`src/hdl/tvps_pkg.sv`:
```
// shared types, codes and helpers for the tracker volume/pan slide unit
// no dependencies; used by the front, queue, back and top level files
package tvps_pkg;

    // input kind codes
    localparam logic [1:0] KIND_SAMPLE  = 2'd0;
    localparam logic [1:0] KIND_CHANNEL = 2'd1;
    localparam logic [1:0] KIND_PAN     = 2'd2;

    // format mode codes (any other value means other formats)
    localparam logic [1:0] FMT_MOD = 2'd0;
    localparam logic [1:0] FMT_S3M = 2'd1;

    // configuration register indexes
    localparam logic CFG_FORMAT_MODE = 1'b0;
    localparam logic CFG_FAST_SLIDES = 1'b1;

    // reset values of configuration and levels
    localparam logic [1:0] FORMAT_MODE_RESET = 2'd2;
    localparam logic [7:0] SAMPLE_MAX        = 8'd128;
    localparam logic [6:0] CHANNEL_MAX       = 7'd64;
    localparam logic [8:0] PAN_MAX           = 9'd256;
    localparam logic [8:0] PAN_CENTRE        = 9'd128;

    // s3m first-tick step of a plain fine-marker slide
    localparam logic [7:0] FIRST_TICK_STEP = 8'h1E;
    localparam logic [3:0] NIBBLE_FULL     = 4'hF;

    // default depth of the queue between front and back
    localparam int QUEUE_DEPTH_DEFAULT = 2;

    // one classified slide, as passed from front to back
    typedef struct packed {
        logic [1:0] kind;
        logic [3:0] lo;
        logic [3:0] hi;
        logic       tick_eq_start;
        logic       tick_gt_start;
        logic       tick_zero;
    } t_slide_op;

    // saturate a signed sum into 0..hi
    function automatic logic [8:0] clip_level(input logic signed [10:0] v,
                                              input logic [8:0] hi);
        logic [8:0] r;
        if (v < 0) begin
            r = 9'd0;
        end else if (v > $signed({2'b00, hi})) begin
            r = hi;
        end else begin
            r = v[8:0];
        end
        return r;
    endfunction

endpackage

```
`src/hdl/tvps_in_if.sv`:
```
// input channel of the slide unit: one slide effect per item
// depends on nothing
interface tvps_in_if;
    logic       valid;
    logic       ready;
    logic [1:0] kind;
    logic [7:0] param;
    logic [7:0] tick;
    logic [7:0] row_start_tick;

    modport source (output valid, kind, param, tick, row_start_tick, input ready);
    modport sink   (input valid, kind, param, tick, row_start_tick, output ready);
endinterface

```
`src/hdl/tvps_out_if.sv`:
```
// result channel of the slide unit: all three levels and the ramp flag
// depends on nothing
interface tvps_out_if;
    logic       valid;
    logic       ready;
    logic [7:0] sample_volume;
    logic [6:0] channel_volume;
    logic [8:0] pan_position;
    logic       fast_ramp;

    modport source (output valid, sample_volume, channel_volume, pan_position, fast_ramp,
                    input ready);
    modport sink   (input valid, sample_volume, channel_volume, pan_position, fast_ramp,
                    output ready);
endinterface

```
`src/hdl/tvps_cfg_if.sv`:
```
// configuration write channel of the slide unit
// depends on nothing
interface tvps_cfg_if;
    logic       valid;
    logic       ready;
    logic       index;
    logic [1:0] data;

    modport source (output valid, index, data, input ready);
    modport sink   (input valid, index, data, output ready);
endinterface

```
`src/hdl/tvps_front.sv`:
```
// front end: accepts items, resolves remembered parameters, classifies ticks
// depends on tvps_pkg and tvps_in_if
module tvps_front (
    input  logic              i_clk,
    input  logic              i_rst_n,
    tvps_in_if.sink           i_in,
    input  logic              i_queue_full,
    output logic              o_push,
    output tvps_pkg::t_slide_op o_push_op
);
    import tvps_pkg::*;

    logic       accept;
    logic [7:0] r_sample_mem, r_channel_mem, r_pan_mem;
    logic [7:0] mem_sel;
    logic [7:0] param_eff;

    assign i_in.ready = !i_queue_full;
    assign accept     = i_in.valid && !i_queue_full;
    assign o_push     = accept;

    // pick the remembered parameter of the addressed effect
    always_comb begin
        case (i_in.kind)
            KIND_SAMPLE:  mem_sel = r_sample_mem;
            KIND_CHANNEL: mem_sel = r_channel_mem;
            KIND_PAN:     mem_sel = r_pan_mem;
            default:      mem_sel = 8'd0;
        endcase
        param_eff = (i_in.param == 8'd0) ? mem_sel : i_in.param;
    end

    // classify the item for the back end
    always_comb begin
        o_push_op.kind          = i_in.kind;
        o_push_op.lo            = param_eff[3:0];
        o_push_op.hi            = param_eff[7:4];
        o_push_op.tick_eq_start = (i_in.tick == i_in.row_start_tick);
        o_push_op.tick_gt_start = (i_in.tick > i_in.row_start_tick);
        o_push_op.tick_zero     = (i_in.tick == 8'd0);
    end

    // remember the last nonzero parameter per effect
    always_ff @(posedge i_clk) begin
        if (!i_rst_n) begin
            r_sample_mem  <= 8'd0;
            r_channel_mem <= 8'd0;
            r_pan_mem     <= 8'd0;
        end else if (accept && i_in.param != 8'd0) begin
            case (i_in.kind)
                KIND_SAMPLE:  r_sample_mem  <= i_in.param;
                KIND_CHANNEL: r_channel_mem <= i_in.param;
                KIND_PAN:     r_pan_mem     <= i_in.param;
                default: ;
            endcase
        end
    end

endmodule

```
`src/hdl/tvps_queue.sv`:
```
// short queue of classified slides between front and back
// depends on tvps_pkg
module tvps_queue #(
    parameter int DEPTH = tvps_pkg::QUEUE_DEPTH_DEFAULT
) (
    input  logic                i_clk,
    input  logic                i_rst_n,
    input  logic                i_push,
    input  tvps_pkg::t_slide_op i_push_op,
    output logic                o_full,
    output logic                o_valid,
    input  logic                i_pop,
    output tvps_pkg::t_slide_op o_pop_op
);
    import tvps_pkg::*;

    localparam int PTR_W = (DEPTH > 1) ? $clog2(DEPTH) : 1;
    localparam int CNT_W = $clog2(DEPTH + 1);
    localparam logic [PTR_W-1:0] PTR_LAST = PTR_W'(DEPTH - 1);
    localparam logic [CNT_W-1:0] CNT_FULL = CNT_W'(DEPTH);

    t_slide_op        r_slot [DEPTH];
    logic [PTR_W-1:0] r_wr_ptr, r_rd_ptr;
    logic [CNT_W-1:0] r_count;
    logic             do_push, do_pop;

    assign o_full   = (r_count == CNT_FULL);
    assign o_valid  = (r_count != '0);
    assign do_push  = i_push && !o_full;
    assign do_pop   = i_pop && o_valid;
    assign o_pop_op = r_slot[r_rd_ptr];

    // slot storage
    always_ff @(posedge i_clk) begin
        if (do_push) begin
            r_slot[r_wr_ptr] <= i_push_op;
        end
    end

    // pointers and fill count
    always_ff @(posedge i_clk) begin
        if (!i_rst_n) begin
            r_wr_ptr <= '0;
            r_rd_ptr <= '0;
            r_count  <= '0;
        end else begin
            if (do_push) begin
                r_wr_ptr <= (r_wr_ptr == PTR_LAST) ? '0 : r_wr_ptr + 1'b1;
            end
            if (do_pop) begin
                r_rd_ptr <= (r_rd_ptr == PTR_LAST) ? '0 : r_rd_ptr + 1'b1;
            end
            case ({do_push, do_pop})
                2'b10:   r_count <= r_count + 1'b1;
                2'b01:   r_count <= r_count - 1'b1;
                default: r_count <= r_count;
            endcase
        end
    end

endmodule

```
`src/hdl/tvps_back.sv`:
```
// back end: applies one slide to the levels and registers the result
// depends on tvps_pkg and tvps_out_if
module tvps_back (
    input  logic                i_clk,
    input  logic                i_rst_n,
    input  logic [1:0]          i_format_mode,
    input  logic                i_fast_slides,
    input  logic                i_op_valid,
    input  tvps_pkg::t_slide_op i_op,
    output logic                o_op_pop,
    tvps_out_if.source          o_out
);
    import tvps_pkg::*;

    logic [7:0] r_sample_level;
    logic [6:0] r_channel_level;
    logic [8:0] r_pan_level;
    logic       r_out_valid;
    logic       r_fast_ramp;

    logic       take;
    logic       fm_mod, fm_s3m, eq, gt, fast;
    logic       fine_up, fine_dn;
    logic signed [10:0] s_delta, c_delta, p_delta;
    logic       ramp;
    logic [8:0] s_clip, c_clip, p_clip;
    logic [7:0] n_sample_level;
    logic [6:0] n_channel_level;
    logic [8:0] n_pan_level;

    assign take     = i_op_valid && (!r_out_valid || o_out.ready);
    assign o_op_pop = take;

    assign fm_mod  = (i_format_mode == FMT_MOD);
    assign fm_s3m  = (i_format_mode == FMT_S3M);
    assign eq      = i_op.tick_eq_start;
    assign gt      = i_op.tick_gt_start;
    assign fast    = i_fast_slides;
    assign fine_up = fm_s3m && i_op.lo == NIBBLE_FULL && i_op.hi != 4'd0;
    assign fine_dn = fm_s3m && i_op.hi == NIBBLE_FULL && i_op.lo != 4'd0 && !fine_up;

    // sample volume step, fine and s3m first-tick rules
    always_comb begin
        s_delta = '0;
        ramp    = 1'b0;
        if (fine_up) begin
            if (eq) s_delta = $signed({6'b0, i_op.hi, 1'b0});
        end else if (fine_dn) begin
            if (eq) s_delta = -$signed({6'b0, i_op.lo, 1'b0});
        end else begin
            if (fm_s3m && eq && !fast && i_op.lo == NIBBLE_FULL && i_op.hi == 4'd0) begin
                s_delta = -$signed({3'b0, FIRST_TICK_STEP});
            end
            if (fm_s3m && eq && !fast && i_op.hi == NIBBLE_FULL && i_op.lo == 4'd0) begin
                s_delta = $signed({3'b0, FIRST_TICK_STEP});
            end
            if (gt || fast) begin
                if (i_op.hi != 4'd0 && i_op.lo == 4'd0) begin
                    s_delta = $signed({6'b0, i_op.hi, 1'b0});
                end else if (i_op.lo != 4'd0 && i_op.hi == 4'd0) begin
                    s_delta = -$signed({6'b0, i_op.lo, 1'b0});
                end
                ramp = fm_mod;
            end
        end
    end

    // channel volume step, fine slides on tick zero, plain slides on other ticks
    always_comb begin
        c_delta = '0;
        if (i_op.tick_zero) begin
            if (i_op.hi == NIBBLE_FULL && i_op.lo != 4'd0) begin
                c_delta = -$signed({7'b0, i_op.lo});
            end else if (i_op.lo == NIBBLE_FULL && i_op.hi != 4'd0) begin
                c_delta = $signed({7'b0, i_op.hi});
            end
        end else if (i_op.lo != 4'd0) begin
            c_delta = -$signed({7'b0, i_op.lo});
        end else begin
            c_delta = $signed({7'b0, i_op.hi});
        end
    end

    // panning step, fine slides on tick zero, plain slides on other ticks
    always_comb begin
        p_delta = '0;
        if (i_op.tick_zero) begin
            if (i_op.lo == NIBBLE_FULL && i_op.hi != 4'd0) begin
                p_delta = -$signed({5'b0, i_op.hi, 2'b0});
            end else if (i_op.hi == NIBBLE_FULL && i_op.lo != 4'd0) begin
                p_delta = $signed({5'b0, i_op.lo, 2'b0});
            end
        end else if (i_op.hi != 4'd0) begin
            p_delta = -$signed({5'b0, i_op.hi, 2'b0});
        end else begin
            p_delta = $signed({5'b0, i_op.lo, 2'b0});
        end
    end

    // saturate and select the level that this kind touches
    always_comb begin
        s_clip = clip_level($signed({3'b0, r_sample_level}) + s_delta, {1'b0, SAMPLE_MAX});
        c_clip = clip_level($signed({4'b0, r_channel_level}) + c_delta, {2'b0, CHANNEL_MAX});
        p_clip = clip_level($signed({2'b0, r_pan_level}) + p_delta, PAN_MAX);
        n_sample_level  = r_sample_level;
        n_channel_level = r_channel_level;
        n_pan_level     = r_pan_level;
        case (i_op.kind)
            KIND_SAMPLE:  n_sample_level  = s_clip[7:0];
            KIND_CHANNEL: n_channel_level = c_clip[6:0];
            KIND_PAN:     n_pan_level     = p_clip;
            default: ;
        endcase
    end

    // levels double as the output register
    always_ff @(posedge i_clk) begin
        if (!i_rst_n) begin
            r_sample_level  <= SAMPLE_MAX;
            r_channel_level <= CHANNEL_MAX;
            r_pan_level     <= PAN_CENTRE;
            r_fast_ramp     <= 1'b0;
            r_out_valid     <= 1'b0;
        end else if (take) begin
            r_sample_level  <= n_sample_level;
            r_channel_level <= n_channel_level;
            r_pan_level     <= n_pan_level;
            r_fast_ramp     <= ramp && (i_op.kind == KIND_SAMPLE);
            r_out_valid     <= 1'b1;
        end else if (o_out.ready) begin
            r_out_valid     <= 1'b0;
        end
    end

    assign o_out.valid          = r_out_valid;
    assign o_out.sample_volume  = r_sample_level;
    assign o_out.channel_volume = r_channel_level;
    assign o_out.pan_position   = r_pan_level;
    assign o_out.fast_ramp      = r_fast_ramp;

`ifndef NO_ASSERTIONS
    // levels never leave their ranges
    a_level_range: assert property (@(posedge i_clk) disable iff (!i_rst_n)
        r_out_valid |-> (r_sample_level <= SAMPLE_MAX && r_channel_level <= CHANNEL_MAX
                         && r_pan_level <= PAN_MAX))
        else $error("slide level out of range");

    // fast ramp only under mod rules
    a_ramp_mod: assert property (@(posedge i_clk) disable iff (!i_rst_n)
        (r_out_valid && r_fast_ramp) |-> (i_format_mode == FMT_MOD))
        else $error("fast ramp outside mod rules");

    // levels only move when an op is taken
    a_levels_hold: assert property (@(posedge i_clk) disable iff (!i_rst_n)
        (i_rst_n && !take) |=> ($stable(r_sample_level) && $stable(r_channel_level)
                                && $stable(r_pan_level)))
        else $error("levels changed without an op");

    // a taken op always produces a result
    a_take_result: assert property (@(posedge i_clk) disable iff (!i_rst_n)
        take |=> r_out_valid)
        else $error("taken op lost its result");
`endif

endmodule

```
`src/hdl/tracker_volume_pan_slide_unit.sv`:
```
// top level of the tracker volume/pan slide unit: config registers and wiring
// depends on tvps_pkg, the channel interfaces, tvps_front, tvps_queue, tvps_back
//
// usage:
//   i_in   slide items (kind, param, tick, row_start_tick), valid/ready
//   o_out  one result per item: sample volume, channel volume, pan, fast ramp
//   i_cfg  register writes: index 0 format mode, index 1 fast slides;
//          always ready, write only while no item is in flight
// path: the front classifies an accepted item and registers it into the
//   queue, and the back end then updates the levels from it into the
//   output register
// throughput: one item per cycle while the receiver holds ready high; the
//   back end level update is the only loop
// reset: levels go to 128/64/128, parameter memories to 0, format mode 2,
//   fast slides 0; queue and output are empty
// stall: when the receiver holds ready low the result stays put, the queue
//   takes up to QUEUE_DEPTH further items, then i_in.ready drops
module tracker_volume_pan_slide_unit #(
    parameter int QUEUE_DEPTH = tvps_pkg::QUEUE_DEPTH_DEFAULT
) (
    input  logic       i_clk,
    input  logic       i_rst_n,
    tvps_in_if.sink    i_in,
    tvps_cfg_if.sink   i_cfg,
    tvps_out_if.source o_out
);
    import tvps_pkg::*;

    logic [1:0] r_format_mode;
    logic       r_fast_slides;
    logic       push, queue_full, op_valid, op_pop;
    t_slide_op  push_op, pop_op;

    // configuration registers
    assign i_cfg.ready = 1'b1;

    always_ff @(posedge i_clk) begin
        if (!i_rst_n) begin
            r_format_mode <= FORMAT_MODE_RESET;
            r_fast_slides <= 1'b0;
        end else if (i_cfg.valid) begin
            case (i_cfg.index)
                CFG_FORMAT_MODE: r_format_mode <= i_cfg.data;
                CFG_FAST_SLIDES: r_fast_slides <= i_cfg.data[0];
                default: ;
            endcase
        end
    end

    // front: accept and classify
    tvps_front u_front (
        .i_clk        (i_clk),
        .i_rst_n      (i_rst_n),
        .i_in         (i_in),
        .i_queue_full (queue_full),
        .o_push       (push),
        .o_push_op    (push_op)
    );

    // queue between the two sides
    tvps_queue #(
        .DEPTH (QUEUE_DEPTH)
    ) u_queue (
        .i_clk     (i_clk),
        .i_rst_n   (i_rst_n),
        .i_push    (push),
        .i_push_op (push_op),
        .o_full    (queue_full),
        .o_valid   (op_valid),
        .i_pop     (op_pop),
        .o_pop_op  (pop_op)
    );

    // back: apply slides and present results
    tvps_back u_back (
        .i_clk         (i_clk),
        .i_rst_n       (i_rst_n),
        .i_format_mode (r_format_mode),
        .i_fast_slides (r_fast_slides),
        .i_op_valid    (op_valid),
        .i_op          (pop_op),
        .o_op_pop      (op_pop),
        .o_out         (o_out)
    );

endmodule
```
`src/flat_wrapper.sv`:
```
// flat-port wrapper written by rule: the top's interface ports become plain ports
module tracker_volume_pan_slide_unit_flat import tvps_pkg::*;
#(
    parameter int QUEUE_DEPTH = tvps_pkg::QUEUE_DEPTH_DEFAULT
)
  (i_clk, i_rst_n, i_in_valid, i_in_kind, i_in_param, i_in_tick, i_in_row_start_tick, i_in_ready, i_cfg_valid, i_cfg_index, i_cfg_data, i_cfg_ready, o_out_valid, o_out_sample_volume, o_out_channel_volume, o_out_pan_position, o_out_fast_ramp, o_out_ready);
  tvps_in_if i_in_i ();
  tvps_cfg_if i_cfg_i ();
  tvps_out_if o_out_i ();
  input  logic i_clk;
  input  logic i_rst_n;
  input wire logic [$bits(i_in_i.valid)-1:0] i_in_valid;
  input wire logic [$bits(i_in_i.kind)-1:0] i_in_kind;
  input wire logic [$bits(i_in_i.param)-1:0] i_in_param;
  input wire logic [$bits(i_in_i.tick)-1:0] i_in_tick;
  input wire logic [$bits(i_in_i.row_start_tick)-1:0] i_in_row_start_tick;
  output wire logic [$bits(i_in_i.ready)-1:0] i_in_ready;
  input wire logic [$bits(i_cfg_i.valid)-1:0] i_cfg_valid;
  input wire logic [$bits(i_cfg_i.index)-1:0] i_cfg_index;
  input wire logic [$bits(i_cfg_i.data)-1:0] i_cfg_data;
  output wire logic [$bits(i_cfg_i.ready)-1:0] i_cfg_ready;
  output wire logic [$bits(o_out_i.valid)-1:0] o_out_valid;
  output wire logic [$bits(o_out_i.sample_volume)-1:0] o_out_sample_volume;
  output wire logic [$bits(o_out_i.channel_volume)-1:0] o_out_channel_volume;
  output wire logic [$bits(o_out_i.pan_position)-1:0] o_out_pan_position;
  output wire logic [$bits(o_out_i.fast_ramp)-1:0] o_out_fast_ramp;
  input wire logic [$bits(o_out_i.ready)-1:0] o_out_ready;
  assign i_in_i.valid = i_in_valid;
  assign i_in_i.kind = i_in_kind;
  assign i_in_i.param = i_in_param;
  assign i_in_i.tick = i_in_tick;
  assign i_in_i.row_start_tick = i_in_row_start_tick;
  assign i_in_ready = i_in_i.ready;
  assign i_cfg_i.valid = i_cfg_valid;
  assign i_cfg_i.index = i_cfg_index;
  assign i_cfg_i.data = i_cfg_data;
  assign i_cfg_ready = i_cfg_i.ready;
  assign o_out_valid = o_out_i.valid;
  assign o_out_sample_volume = o_out_i.sample_volume;
  assign o_out_channel_volume = o_out_i.channel_volume;
  assign o_out_pan_position = o_out_i.pan_position;
  assign o_out_fast_ramp = o_out_i.fast_ramp;
  assign o_out_i.ready = o_out_ready;
  tracker_volume_pan_slide_unit #(.QUEUE_DEPTH(QUEUE_DEPTH)) u_core (.i_clk(i_clk), .i_rst_n(i_rst_n), .i_in(i_in_i), .i_cfg(i_cfg_i), .o_out(o_out_i));
endmodule
```
`config.mk`:
```
export PLATFORM = sky130hd
export DESIGN_NAME = tracker_volume_pan_slide_unit_flat
export DESIGN_NICKNAME = d
export VERILOG_FILES = /design/src/hdl/tvps_pkg.sv /design/src/hdl/tvps_in_if.sv /design/src/hdl/tvps_out_if.sv /design/src/hdl/tvps_cfg_if.sv /design/src/hdl/tvps_front.sv /design/src/hdl/tvps_queue.sv /design/src/hdl/tvps_back.sv /design/src/hdl/tracker_volume_pan_slide_unit.sv /design/src/flat_wrapper.sv
export SDC_FILE = /design/constraint.sdc
export NUM_CORES = 1
export LEC_CHECK = 0
export CORE_ASPECT_RATIO = 2
export CORE_UTILIZATION = 40
export CTS_CLUSTER_DIAMETER = 80
export DETAILED_ROUTE_END_ITERATION = 10
export DONT_BUFFER_PORTS = 1
export PLACE_DENSITY_LB_ADDON = 0.25
export SETUP_SLACK_MARGIN = 0.4
export SLEW_MARGIN = 20
export SYNTH_ARGS = -nofsm -noshare
export SYNTH_HDL_FRONTEND = slang
export SYNTH_SLANG_ARGS = --single-unit
export TNS_END_PERCENT = 1
```
`constraint.sdc`:
```
create_clock -name i_clk -period 5.84 [get_ports i_clk]
set_input_delay 0.292 -clock i_clk [delete_from_list [all_inputs] [get_ports i_clk]]
set_output_delay 0.292 -clock i_clk [all_outputs]
set_load 0.1 [all_outputs]
```
==> results_dict.tcl <==
set metrics [dict create \
    grt_max_degree 29 \
    p_comb_share_pct 38.1 \
    die_y_um 166 \
    min_period_ns 5.11 \
    cp_slowest_cell "a2111oi_4" \
    violations "design-rule violations" \
    rsz0062_at_grt "no" \
    drc 6 \
    syn_area_per_cell_um2 9.35 \
    yosysUniqueCellTypes 79 \
    finalSetupViolCount 0 \
    row_count 59 \
    placeableCoreArea_um2 13100 \
    p_switching_mw 0.902 \
    cp_cell_sequence "buf_4 -> mux2_2 -> inv_1 -> ha_1 -> nor4bb_1 -> nor2_1 -> o2111ai_1 -> o22ai_1 -> a221o_1 -> ha_1 -> a211oi_1 -> o21ai_0 -> a31oi_1 -> a21oi_1 -> a31o_1 -> a2111oi_4 -> a22o_1" \
    cts_resized 0 \
    slew_headroom_pct 26.6 \
    ys_warn_count 0 \
    post_route_cells_drive_above_1_share_pct 8.10 \
    hold_ws_ns 0.0333 \
    critPathLaunchType "flop" \
    dp_slack_ns 0.678 \
    grt_pass1_vias 4409 \
    synth_seq_cells 81 \
    path_class "reg2reg" \
    portBuffers 0 \
    worstHoldPathType "in2reg" \
    tightest_slew_ns 1.10 \
    fin_crit_sh_pct 87.5 \
    synth_area_um2 5360 \
    n_fill_cell 1262 \
    max_freq_ghz 0.196 \
    clock-sinks 81 \
    io_pins 62 \
    place_congestion 0.927 \
    skew_ns 0.0102 \
    htreeDepth 3 \
    synth_top_flop_cell "dfxtp_1" \
    fin_util_pct 44.7 \
    antenna_found_initial 0 \
    synth_edf_count 26 \
    ctsHoldBuffers 0 \
    nNetsFinal 648 \
    wl_mm 14.1 \
    wire_per_inst_um 19.2 \
    start_util_pct 41.0 \
    dp.cells 716 \
    hold_viol 0 \
    status "finished with violations" \
    die-area_um2 13900 \
    cts_tree "built" \
    path_common_cell "ha_1" \
    cp_slowest_stage_delay_ns 0.53 \
    root_buffer "clkbuf_16" \
    clockPowerShare_pct 27.5 \
    drtPass1Iterations 7 \
    power.internal_mw 1.36 \
    dpl.hpwl_mm 11.2 \
    cts_setup_buffers 0 \
    num_vias 4411 \
    cts-buffers-inserted 9 \
    seq_power_share_pct 34.4 \
    worstSetupEndpointType "flop" \
    final_cells 732 \
    critPathArrivalTime_ns 5.39 \
    cp.required_ns 6.12 \
    track_usage_pct 20.4 \
    syn_inst 573 \
    area_delta_synth_final_pct 9.11 \
    slew_viol_final 0 \
    synth-seq-area-share_pct 35.1 \
    powerDensity_nw_per_um2 388 \
    vias_per_cell 6.03 \
    grt_pass1_wl_mm 22.2 \
    ant_nets 0 \
    cts_buffer_depth 2 \
    n_antenna_cell 0 \
    clock_latency_ns 0.34 \
    fin_setup_tns_ns 0 \
    crit_buf_inv 2 \
    timing.final.ws_setup_ns 0.729 \
    clkTransAtPathRegs_ns 0.07 \
    maxCapViolCount 0 \
    switching_share_pct 39.8 \
    worst-path-max-fanout 14 \
    leakagePower_nw 2.43 \
    path_delay_family "compound AO/OA/AOI/OAI gates" \
    overflow 0 \
    ir_drop_mv 0.186 \
    dr.first_iter.drc_count 209 \
    ys_async_sr_fraction_pct 0 \
    die_w_um 83.8 \
]
## Yosys cell counts (all sizes together), types with 3 or more instances
master	n	area [µm²]
xnor2	11	96.3
a221o	3	30.0
mux2	7	86.3
o21a	9	67.6
a2111oi	3	57.6
and3	4	25.0
nand3	9	45.0
inv	27	101
or2	3	18.8
nand3b	3	22.5
and2	4	25.0
nor2	55	209
nand2	44	165
or3	3	18.8
nand4	4	25.0
nor4	6	37.5
o22ai	6	43.8
buf	13	76.3
o2111ai	5	43.8
dfxtp	55	1100
a21oi	26	130
a211oi	4	30.0
nand2b	9	56.3
o41ai	3	26.3
a32o	7	70.1
a22o	10	87.6
xor2	8	70.1
o31a	4	35.0
ha	36	450
nor3	13	70.1
nor2b	11	68.8
edfxtp	26	781
fa	3	60.1
o21ai	34	178
o211ai	6	45.0
mux2i	43	430
clkbuf	4	15.0
a21o	13	97.6
## registers in the layout (all words and copies together), names as in the netlist, named ones only
| name | cells |
|---|---|
| u_core.u_front.r_channel_mem | 8 |
| u_core.r_format_mode | 2 |
| u_core.u_back.o_out.channel_volume | 7 |
| u_core.u_back.o_out.fast_ramp | 1 |
| u_core.r_fast_slides | 1 |
| u_core.u_queue.r_rd_ptr | 1 |
| u_core.u_back.o_out.valid | 1 |
| u_core.u_back.o_out.sample_volume | 7 |
| u_core.u_front.r_pan_mem | 8 |
| u_core.u_queue.r_count | 2 |
| u_core.u_queue.r_wr_ptr | 1 |
| u_core.u_back.o_out.pan_position | 7 |
| u_core.u_front.r_sample_mem | 8 |
| u_core.u_queue.r_slot | 26 |
## final timing paths
kind	endpoint	cells past startpoint	slack (ns)	start
hold / removal	u_core.u_back.o_out.pan_position[7]	1	0.03	i_rst_n
setup reg to reg	u_core.u_back.o_out.sample_volume[4]	17	0.73	flop
hold reg to reg	u_core.u_front.r_sample_mem[4]	2	0.49	u_core.u_front.r_sample_mem[4]
setup / recovery	u_core.u_back.o_out.sample_volume[4]	17	0.73	flop
## metal layers
metal	GRT usage, %	vias up	routed length, µm
li1	-	2141	-
met1	18.6	2105	4870
met2	40.1	116	7920
met3	3.24	49	492
met4	13.3	0	775
met5	0	-	0
## cell type report
type	count	area [µm²]	area share [%]
multi-input combinational	450	3300	56.4
sequential	81	1880	32.2
clock buffer	11	243	4.15
tap	152	190	3.25
inverter	27	101	1.73
clock inverter	5	86.3	1.48
timing repair buffer	6	45.0	0.771
## logic make-up after synthesis
logic type                 Yosys count  synth area share [%]
other                                2                 0.140
AOI/OAI and AO/OA                  156                  21.8
muxes                               50                  9.65
DFF                                 81                  35.1
and+or+nand+nor                    182                  17.1
adders and majority gates           39                  9.53
xor gates and xnor gates            19                  3.11
buffers and inverters               44                  3.60
## layout by cell type, fill, tap and decap left out, types with 6 or more instances in the layout
master,count
a21o_1,13
a21oi_1,26
a22o_1,10
a32o_1,7
buf_4,6
clkbuf_16,9
dfxtp_1,55
edfxtp_1,26
ha_1,36
inv_1,26
mux2i_1,43
nand2_1,44
nand2b_1,9
nand3_1,9
nor2_1,53
nor2b_1,11
nor3_1,11
nor4_1,6
o211ai_1,6
o21a_1,9
o21ai_0,29
xnor2_1,11
xor2_1,8
## worst register-to-register path, cell delays in order (launching register included)
cell	delay, ns
dfxtp_1	0.36
buf_4	0.23
mux2_2	0.40
inv_1	0.06
ha_1	0.21
nor4bb_1	0.43
nor2_1	0.31
o2111ai_1	0.23
o22ai_1	0.16
a221o_1	0.37
ha_1	0.30
a211oi_1	0.39
o21ai_0	0.17
a31oi_1	0.26
a21oi_1	0.11
a31o_1	0.31
a2111oi_4	0.53
a22o_1	0.21
## power groups by stage
stage	combinational (mW)	clock, mW	sequential, mW
floorplan	0.661	0	0.778
global placement	0.842	0	0.791
detailed placement	0.853	0	0.793
CTS	0.858	0.636	0.781
global route	0.944	0.655	0.787
finish	0.862	0.623	0.780
## per-stage QoR
stage / total power, mW / cell area, µm²
3_5_place_dp: 1.65 / 5510
5_1_grt: 2.39 / 5840
2_1_floorplan: 1.44 / 5360
4_1_cts: 2.28 / 5840
6_report: 2.27 / 5840
3_3_place_gp: 1.63 / 5510
(Power assumes the default switching activity.)
